File: config.mk
export PLATFORM = sky130hd
export DESIGN_NAME = top_k_lowest_cost_keeper
export DESIGN_NICKNAME = d
export VERILOG_FILES = /design/src/sv/tklck_pkg.sv /design/src/sv/tklck_cell.sv /design/src/sv/top_k_lowest_cost_keeper.sv
export SDC_FILE = /design/constraint.sdc
export NUM_CORES = 2
export LEC_CHECK = 0
export ABC_AREA = 1
export BUFFER_PORTS_ARGS = -buffer_cell sky130_fd_sc_hd__buf_4
export CORE_ASPECT_RATIO = 1.2
export CORE_MARGIN = 1
export CORE_UTILIZATION = 28
export CTS_CLUSTER_SIZE = 16
export DETAILED_ROUTE_END_ITERATION = 10
export PLACE_DENSITY = 0.45
export SYNTH_ARGS = -nofsm -noshare
export SYNTH_HDL_FRONTEND = slang
export SYNTH_SLANG_ARGS = --single-unit
File: constraint.sdc
create_clock -name clock -period 6.3 [get_ports clock]
set_input_delay 0.945 -clock clock [delete_from_list [all_inputs] [get_ports clock]]
set_output_delay 0.945 -clock clock [all_outputs]
set_load 0.05 [all_outputs]
File: src/sv/tklck_pkg.sv
`timescale 1ns / 1ps
`default_nettype none
// ----------------------------------------------------------------------------
// tklck_pkg
// Types and constants shared by the top-k lowest cost keeper and its cells.
// ----------------------------------------------------------------------------
package tklck_pkg;

   // default depth of the kept list
   localparam int MaxKeptDefault = 16;

   // field widths
   localparam int CostW  = 24;
   localparam int StepW  = 16;
   localparam int TagW   = 16;
   localparam int RankW  = 4;
   localparam int LcntW  = 5;

   // request codes
   localparam logic REQ_STEP = 1'b0;
   localparam logic REQ_READ = 1'b1;

   // saturation limit of the running total
   localparam logic [CostW-1:0] CostMax = {CostW{1'b1}};

   // input word
   typedef struct packed {
      logic             req_type;
      logic [StepW-1:0] step_cost;
      logic             last_step;
      logic [TagW-1:0]  solution_tag;
      logic [RankW-1:0] read_rank;
   } req_word_type;

   // result word
   typedef struct packed {
      logic             accepted;
      logic [LcntW-1:0] list_count;
      logic             entry_valid;
      logic [CostW-1:0] entry_cost;
      logic [TagW-1:0]  entry_tag;
   } rsp_word_type;

   // one kept entry, also what a cell hands to its neighbor
   typedef struct packed {
      logic [CostW-1:0] cost;
      logic [TagW-1:0]  tag;
   } entry_type;

   // control broadcast to every cell of the chain
   typedef struct packed {
      logic      ins_en;
      entry_type new_entry;
   } chain_ctl_type;

endpackage
`default_nettype wire

File: src/sv/tklck_cell.sv
`timescale 1ns / 1ps
`default_nettype none
// ----------------------------------------------------------------------------
// tklck_cell
// One rank of the sorted list: holds an entry, keeps it, takes the new entry,
// or takes its upper neighbor's entry when an insertion shifts the list down.
// ----------------------------------------------------------------------------
module tklck_cell (
   input  wire                     clock,
   input  tklck_pkg::chain_ctl_type ctl,
   input  wire                     occupied,
   input  wire                     prev_keep,
   input  tklck_pkg::entry_type    prev_entry,
   output tklck_pkg::entry_type    entry,
   output logic                    keep
);

   tklck_pkg::entry_type entry_ff;
   tklck_pkg::entry_type entry_in;

   // entry stays where it is when it is not dearer than the new total
   assign keep  = occupied && (entry_ff.cost <= ctl.new_entry.cost);
   assign entry = entry_ff;

   // keep, take the new entry, or take the neighbor's entry
   always_comb begin
      entry_in = entry_ff;
      if (ctl.ins_en && !keep) begin
         if (prev_keep) begin
            entry_in = ctl.new_entry;
         end else begin
            entry_in = prev_entry;
         end
      end
   end

   always_ff @(posedge clock) begin
      entry_ff <= entry_in;
   end

endmodule
`default_nettype wire

File: src/sv/top_k_lowest_cost_keeper.sv
`timescale 1ns / 1ps
`default_nettype none
// result: the word is registered and shows in the cycle after start, on rsp_strobe for one cycle
// throughput: one word per cycle; busy stays low, every cell compares and shifts
//   in the same cycle through the neighbor-to-neighbor chain
// reset: list count and running total go to zero; cell contents stay unknown
//   and are never read until written; the receiver cannot stall
// ----------------------------------------------------------------------------
// top_k_lowest_cost_keeper
// Keeps the MAX_KEPT cheapest finished solutions in a sorted chain of cells.
// ----------------------------------------------------------------------------
module top_k_lowest_cost_keeper #(
   parameter int MAX_KEPT = tklck_pkg::MaxKeptDefault
) (
   input  wire                    clock,
   input  wire                    reset,
   input  wire                    start,
   output logic                   busy,
   input  tklck_pkg::req_word_type req_word,
   output logic                   rsp_strobe,
   output tklck_pkg::rsp_word_type rsp_word
);

   localparam int CountW = $clog2(MAX_KEPT + 1);
   localparam int ReadN  = (MAX_KEPT < 16) ? MAX_KEPT : 16;
   localparam int CmpW   = (CountW > tklck_pkg::RankW) ? CountW : tklck_pkg::RankW;

   logic [CountW-1:0]          count_ff, count_in;
   logic [tklck_pkg::CostW-1:0] total_ff, total_in;
   logic                       strobe_ff;
   tklck_pkg::rsp_word_type    rsp_ff, rsp_in;

   logic                       accept;
   logic                       is_step;
   logic                       do_insert;
   logic [tklck_pkg::CostW:0]  sum;
   logic [tklck_pkg::CostW-1:0] sat_total;
   logic                       full;
   logic                       took;
   tklck_pkg::chain_ctl_type   ctl;

   tklck_pkg::entry_type       cell_entry [MAX_KEPT];
   logic [MAX_KEPT-1:0]        cell_keep;

   assign busy    = 1'b0;
   assign accept  = start && !busy;
   assign is_step = (req_word.req_type == tklck_pkg::REQ_STEP);

   // saturating running total
   assign sum       = {1'b0, total_ff} + {{(tklck_pkg::CostW - tklck_pkg::StepW + 1){1'b0}},
                                          req_word.step_cost};
   assign sat_total = sum[tklck_pkg::CostW] ? tklck_pkg::CostMax
                                            : sum[tklck_pkg::CostW-1:0];

   assign do_insert = accept && is_step && req_word.last_step;
   assign full      = (count_ff == CountW'(MAX_KEPT));
   // dropped only when the list is full and every entry stays put
   assign took      = !(full && cell_keep[MAX_KEPT-1]);

   assign ctl.ins_en         = do_insert && took;
   assign ctl.new_entry.cost = sat_total;
   assign ctl.new_entry.tag  = req_word.solution_tag;

   // chain of cells, rank 0 first
   for (genvar i = 0; i < MAX_KEPT; i++) begin : g_cell
      if (i == 0) begin : g_head
         tklck_cell u_cell (
            .clock      (clock),
            .ctl        (ctl),
            .occupied   (count_ff != '0),
            .prev_keep  (1'b1),
            .prev_entry (ctl.new_entry),
            .entry      (cell_entry[i]),
            .keep       (cell_keep[i])
         );
      end else begin : g_body
         tklck_cell u_cell (
            .clock      (clock),
            .ctl        (ctl),
            .occupied   (CountW'(i) < count_ff),
            .prev_keep  (cell_keep[i-1]),
            .prev_entry (cell_entry[i-1]),
            .entry      (cell_entry[i]),
            .keep       (cell_keep[i])
         );
      end
   end

   // next count and running total
   always_comb begin
      count_in = count_ff;
      total_in = total_ff;
      if (accept && is_step) begin
         total_in = req_word.last_step ? '0 : sat_total;
         if (req_word.last_step && !full) begin
            count_in = count_ff + CountW'(1);
         end
      end
   end

   // result word: read mux over the ranks the rank field reaches
   always_comb begin
      rsp_in            = '0;
      rsp_in.list_count = tklck_pkg::LcntW'(count_in);
      if (is_step) begin
         rsp_in.accepted = req_word.last_step && took;
      end else if (CmpW'(req_word.read_rank) < CmpW'(count_ff)) begin
         rsp_in.entry_valid = 1'b1;
         for (int k = 0; k < ReadN; k++) begin
            if (req_word.read_rank == tklck_pkg::RankW'(k)) begin
               rsp_in.entry_cost = cell_entry[k].cost;
               rsp_in.entry_tag  = cell_entry[k].tag;
            end
         end
      end
   end

   // control registers
   always_ff @(posedge clock) begin
      if (reset) begin
         count_ff  <= '0;
         total_ff  <= '0;
         strobe_ff <= 1'b0;
      end else begin
         count_ff  <= count_in;
         total_ff  <= total_in;
         strobe_ff <= accept;
      end
   end

   // result payload
   always_ff @(posedge clock) begin
      if (accept) begin
         rsp_ff <= rsp_in;
      end
   end

   assign rsp_strobe = strobe_ff;
   assign rsp_word   = rsp_ff;

   // count never passes the list depth
   a_count_bound: assert property (@(posedge clock) disable iff (reset)
      count_ff <= CountW'(MAX_KEPT))
      else $error("list count above depth");

   // a strobe answers a word taken in the previous cycle
   a_strobe_follows: assert property (@(posedge clock) disable iff (reset)
      rsp_strobe |-> $past(accept))
      else $error("strobe without a word");

   // an accepted solution leaves a nonempty list
   a_accept_nonempty: assert property (@(posedge clock) disable iff (reset)
      (rsp_strobe && rsp_word.accepted) |-> (count_ff != '0))
      else $error("accepted with empty list");

   // count moves only on a finished step word
   a_count_moves: assert property (@(posedge clock) disable iff (reset)
      (count_ff != $past(count_ff)) |-> ($past(do_insert) && !$past(reset)))
      else $error("count changed without insertion");

endmodule
`default_nettype wire

---- Word level (Yosys, flattened, before mapping) ----
Index checks and enable logic that the tools add are counted.
word-level totals
  flip-flop bits (word level) ............. 717
  bits in latches ......................... 0
  memory bits (writable) .................. 0
  memory bits (read-only) ................. 0
  bits of input ports ..................... 41
  output and inout port bits .............. 49
  memories ................................ 0
operators by class
  $add $sub $neg .......................... 2
  multipliers ............................. 0
  divide/modulo/power cells ............... 0
  magnitude comparators ................... 32
  eq/ne operators ......................... 16
  shift-type cells ........................ 0
  muxes and demuxes ....................... 36
  bitwise logic cells ..................... 1
  reduce and logical (&&, ||, !) cells .... 59
operator list
  kind                 count
  $mux 40              31
  $le 24x24->1         16
  $mux 24              2
  $mux 41              1
  $lt 4x5->1 const A   8
  $logic_and 1x1->1    38
  $eq 4x4->1 const B   8
  $add 24x16->25       1
  $lt 3x5->1 const A   4
  $logic_not 1->1      18
  $eq 4x3->1 const B   4
  $lt 2x5->1 const A   2
  $mux 5               2
  $eq 4x2->1 const B   2
  $add 5x1->5 const B  1
  $eq 5x5->1 const B   1
  $lt 1x5->1 const A   1
  $lt 4x5->1           1
  $reduce_bool 5->1    1
  $eq 4x1->1 const B   1
  $logic_not 4->1      1
  $reduce_and 2->1     1
  $not 1->1            1

---- Depth between registers and ports, before layout ----
  word-level depth ........................ 18
  gate-level depth with buffers ........... 29
  gate-level depth less buffers ........... 26

---- By module ----
From an unflattened synthesis, not the netlist that was laid out.
unflattened totals
  cell total of the unflattened synthesis .. 5327
  area total of the unflattened synthesis .. 46434.5 um^2
modules (own cells, without submodules)
  module                    instances  cells each  area an instance (um^2)  seq. area each (um^2)
  tklck_cell                16         225         2322.2                   1201.2
  top_k_lowest_cost_keeper  1          1727        9278.9                   2011.9

---- Least setup slack after synthesis ----
No wires, ideal clock.
  path type ............................... input port to flip-flop
  start ................................... input req_word[21] in the netlist's numbering
  end ..................................... register g_cell[12].g_body.u_cell.entry_ff, in the netlist g_cell[12].g_body.u_cell.entry[0], enable pin
  arrival time ............................ 6.291 ns
  data required time ...................... 5.849 ns
  slack ................................... -0.442 ns
  cell stages on the path ................. 24
  path through ............................ ha_1 -> fa_1 -> nand3_1 -> nand3_2 -> a21oi_2 -> o21ai_2 -> nand2_2 -> nand2_4 -> nand2_4 -> nand2_1 -> nand2_1 -> clkbuf_1 -> ha_1 -> nand3_1 -> inv_1 -> nand4_1 -> nor4_1 -> nand2_1 -> nand3_1 -> nand2_1 -> nand3_1 -> nand2_1 -> clkbuf_1 -> a21oi_1
on the way
  word-level cells in the longest chain between the ends .. 8
ends and longest elaborated chain
  what                   RTL line                        text
  start, declared        top_k_lowest_cost_keeper.sv:19  input tklck_pkg::req_word_type req_word,
  $add 24x16->25 (*)     top_k_lowest_cost_keeper.sv:50  assign sum = {1'b0, total_ff} + {{(tklck_pkg::CostW - tklck_pkg::StepW + 1){1'b0}},
  $mux 24 (*)            top_k_lowest_cost_keeper.sv:52  assign sat_total = sum[tklck_pkg::CostW] ? tklck_pkg::CostMax
  $le 24x24->1           tklck_cell.sv:22                assign keep = occupied && (entry_ff.cost <= ctl.new_entry.cost);
  $logic_and 1x1->1      tklck_cell.sv:22
  $logic_and 1x1->1      top_k_lowest_cost_keeper.sv:58  assign took = !(full && cell_keep[MAX_KEPT-1]);
  $logic_not 1->1        top_k_lowest_cost_keeper.sv:58
  $logic_and 1x1->1      top_k_lowest_cost_keeper.sv:60  assign ctl.ins_en = do_insert && took;
  $logic_and 1x1->1 (*)  tklck_cell.sv:28                if (ctl.ins_en && !keep) begin
  end signal, assigned   tklck_cell.sv:38                entry_ff <= entry_in;
  end, declared          tklck_cell.sv:18                tklck_pkg::entry_type entry_ff;
Every way passes the cells marked *; elsewhere a longest branch is shown, timed or not.
A chain may end at the register's enable or synchronous reset.

==> flow_metrics.tcl <==
set metrics [dict create \
    postRouteAntennaNets 0 \
    ir_drop_mv 0.2193 \
    syn_inst 4964 \
    wl_mm 134.2 \
    die_w_um 362.1 \
    fmax_mhz 180.9 \
    avgViaCountPerCell 4.742 \
    layout.cells.non_filler 7175 \
    clock_skew_ns 0.04529 \
    ys_seq_elements 717 \
    total_leakage_power_nw 20.72 \
    outcome "finished, final reports clean" \
    hpwl_mm 103.4 \
    synth.top_cells.by_count "nand2_1, edfxtp_1, o21ai_0" \
    clk_pin_slew_ns 0.06 \
    post-place-cells 7002 \
    dr.first_iter.drc_count 2537 \
    drt_first_pass_iters 6 \
    rsz0062_at_grt "no" \
    cts_sinks 717 \
    avgSynthCellArea_sq_um 8.777 \
    synth_most_common_cell "nand2_1" \
    numCtsBuffers 92 \
    place_congestion 0.8464 \
    antenna_found_initial 8 \
    cts_root_buffer "clkbuf_16" \
    cts_tree "built" \
    post_cts_buffers 0 \
    yosys_warnings 0 \
    critPathMaxFanout 40 \
    clockBufferDepth 3 \
    clkLatencyLatePin_ns 0.72 \
    worst_pin_slew_ns 1.233 \
    first_global_vias 32391 \
    grt_pass1_wl_mm 202.7 \
    grt_overflow 0 \
    rrSetupSlack_ns 0.77 \
    setup_viol 0 \
    boundaryPins 90 \
    start_util 0.2818 \
    power_mw 12.08 \
    synth_cell_types 63 \
    hold_class "primary input to flop" \
    crit_type "flop to flop" \
    drc 0 \
    crit_arrival_ns 5.83 \
    powerDensity_nw_per_um2 240.1 \
    grt_max_degree 81 \
    synth_area_leaders "edfxtp_1, nand2_1, ha_1, o21ai_0, nor2_1" \
    wl_per_cell_um 18.70 \
    htreeDepth 3 \
    hold_viol 0 \
    grtUsageTotal 0.1697 \
    synth_edf_count 687 \
    startpoint_type "flop" \
    syn_to_final_growth_pct 15.47 \
    holdBufCountCts 0 \
    yosysTopAreaCellShare 0.4735 \
    post-route-period-util 0.8776 \
    finalMaxSlewViolations 0 \
    die_area_sq_um 157200 \
    yosysTopAreaCell "edfxtp_1" \
    critPathCaptureType "flop" \
    io_buffers 88 \
    syn_area_sq_um 43570 \
    num_rows 158 \
    relSlewSlack 0.1763 \
    dieHeight_um 434.1 \
    num_vias 34025 \
    seq_area_frac_synth 0.4873 \
    core-area_sq_um 154600 \
    layout.nets 5463 \
    crit_required_ns 6.60 \
    fin_crit_ns 5.529 \
    ctsResizeCount 0 \
    cap_violations 0 \
    drive_gt1_frac 0.09601 \
    synthArstFlopShare 0 \
    synthFlopType "edfxtp_1" \
    utilization 0.3254 \
    synth_nets 5411 \
]
## report_power, final
| group | switching (mW) | total [mW] | internal, mW |
|---|---|---|---|
| registers | 0.0870 | 5.45 | 5.36 |
| logic | 1.03 | 1.52 | 0.490 |
| clock network | 2.21 | 5.11 | 2.91 |
## flip-flops by register name, summed over array words and instances (netlist names)
name / flops
total_ff: 24
rsp_strobe: 1
rsp_word: 47
g_cell.g_head.u_cell.entry: 40
g_cell.g_body.u_cell.entry: 600
count_ff: 5
## layout make-up
type	instances	area, sq um
fill	16137	104300
sequential	717	21230
multi-input combinational	3663	20260
tap	2080	2603
clock buffer	119	2476
timing repair buffer	202	2054
inverter	340	1289
clock inverter	52	391.6
antenna	2	5.005
## cell families after synthesis
logic type	synth area share
AND/OR/NAND/NOR	0.2143
AO/OA/AOI/OAI	0.1264
flip-flops	0.4873
buffers and inverters	0.05404
adder cells (fa/ha/maj)	0.1168
XOR/XNOR	0.001206
other	0.00008607
## cell usage in the layout (no fill, tap or decap), drive strengths merged, types with 8 or more instances in the layout
master,count
nand2,1448
ha,405
nand3,150
or2,34
buf,202
o21ai,694
clkbuf,119
nand4,151
clkinv,45
nor3,21
edfxtp,687
a31oi,12
o21a,8
nor4,18
nor2,381
dfxtp,30
inv,341
a21oi,271
o211ai,9
## worst paths after layout
path / start / end / cells past startpoint
worst max-delay path: total_ff[0] / g_cell[3].g_body.u_cell.entry[9] / 26
worst min-delay path: req_word[12] / g_cell[0].g_head.u_cell.entry[8] / 1
worst max register to register: total_ff[0] / g_cell[3].g_body.u_cell.entry[9] / 26
worst min register to register: total_ff[13] / total_ff[13] / 2
## per-layer routing
layer  track usage  part of all wire  wire, um
met5             0           0.00020        27
met4       0.04779             0.022      2991
met1        0.2428              0.49     65440
met3       0.02331             0.050      6648
met2        0.2653              0.44     59050
## critical path, stage by stage, from the launching register on
cell	delay (ns)
dfxtp_1	0.33
ha_1	0.19
fa_1	0.22
nand3_1	0.10
nand3_2	0.10
a21oi_2	0.09
o21ai_2	0.20
nand2_2	0.09
nand2_4	0.10
nand2_4	0.08
nor2_8	0.39
inv_4	0.24
nand3_4	0.15
inv_4	0.04
ha_1	0.28
nand2_1	0.06
inv_1	0.06
nand3_1	0.06
inv_1	0.07
nand4_1	0.23
nor4_1	0.36
nand2_1	0.09
nand3_1	0.09
nand2_1	0.09
nand3_1	0.11
nand2_1	0.25
nor2_4	0.99
## through the flow
stage | worst slack, ns | area (sq um) | TNS, ns | hold slack [ns]
detailed placement | 0.06985 | 47440 | 0 | 0.4623
floorplan | -0.4416 | 43570 | -203.36 | 0.4477
CTS | 0.7339 | 50310 | 0 | 0.3768
global placement | 0.1720 | 47440 | 0 | 0.4592
finish | 0.7712 | 50310 | 0 | 0.4339
global route | 0.4333 | 50310 | 0 | 0.4118
(Power assumes the default switching activity.)
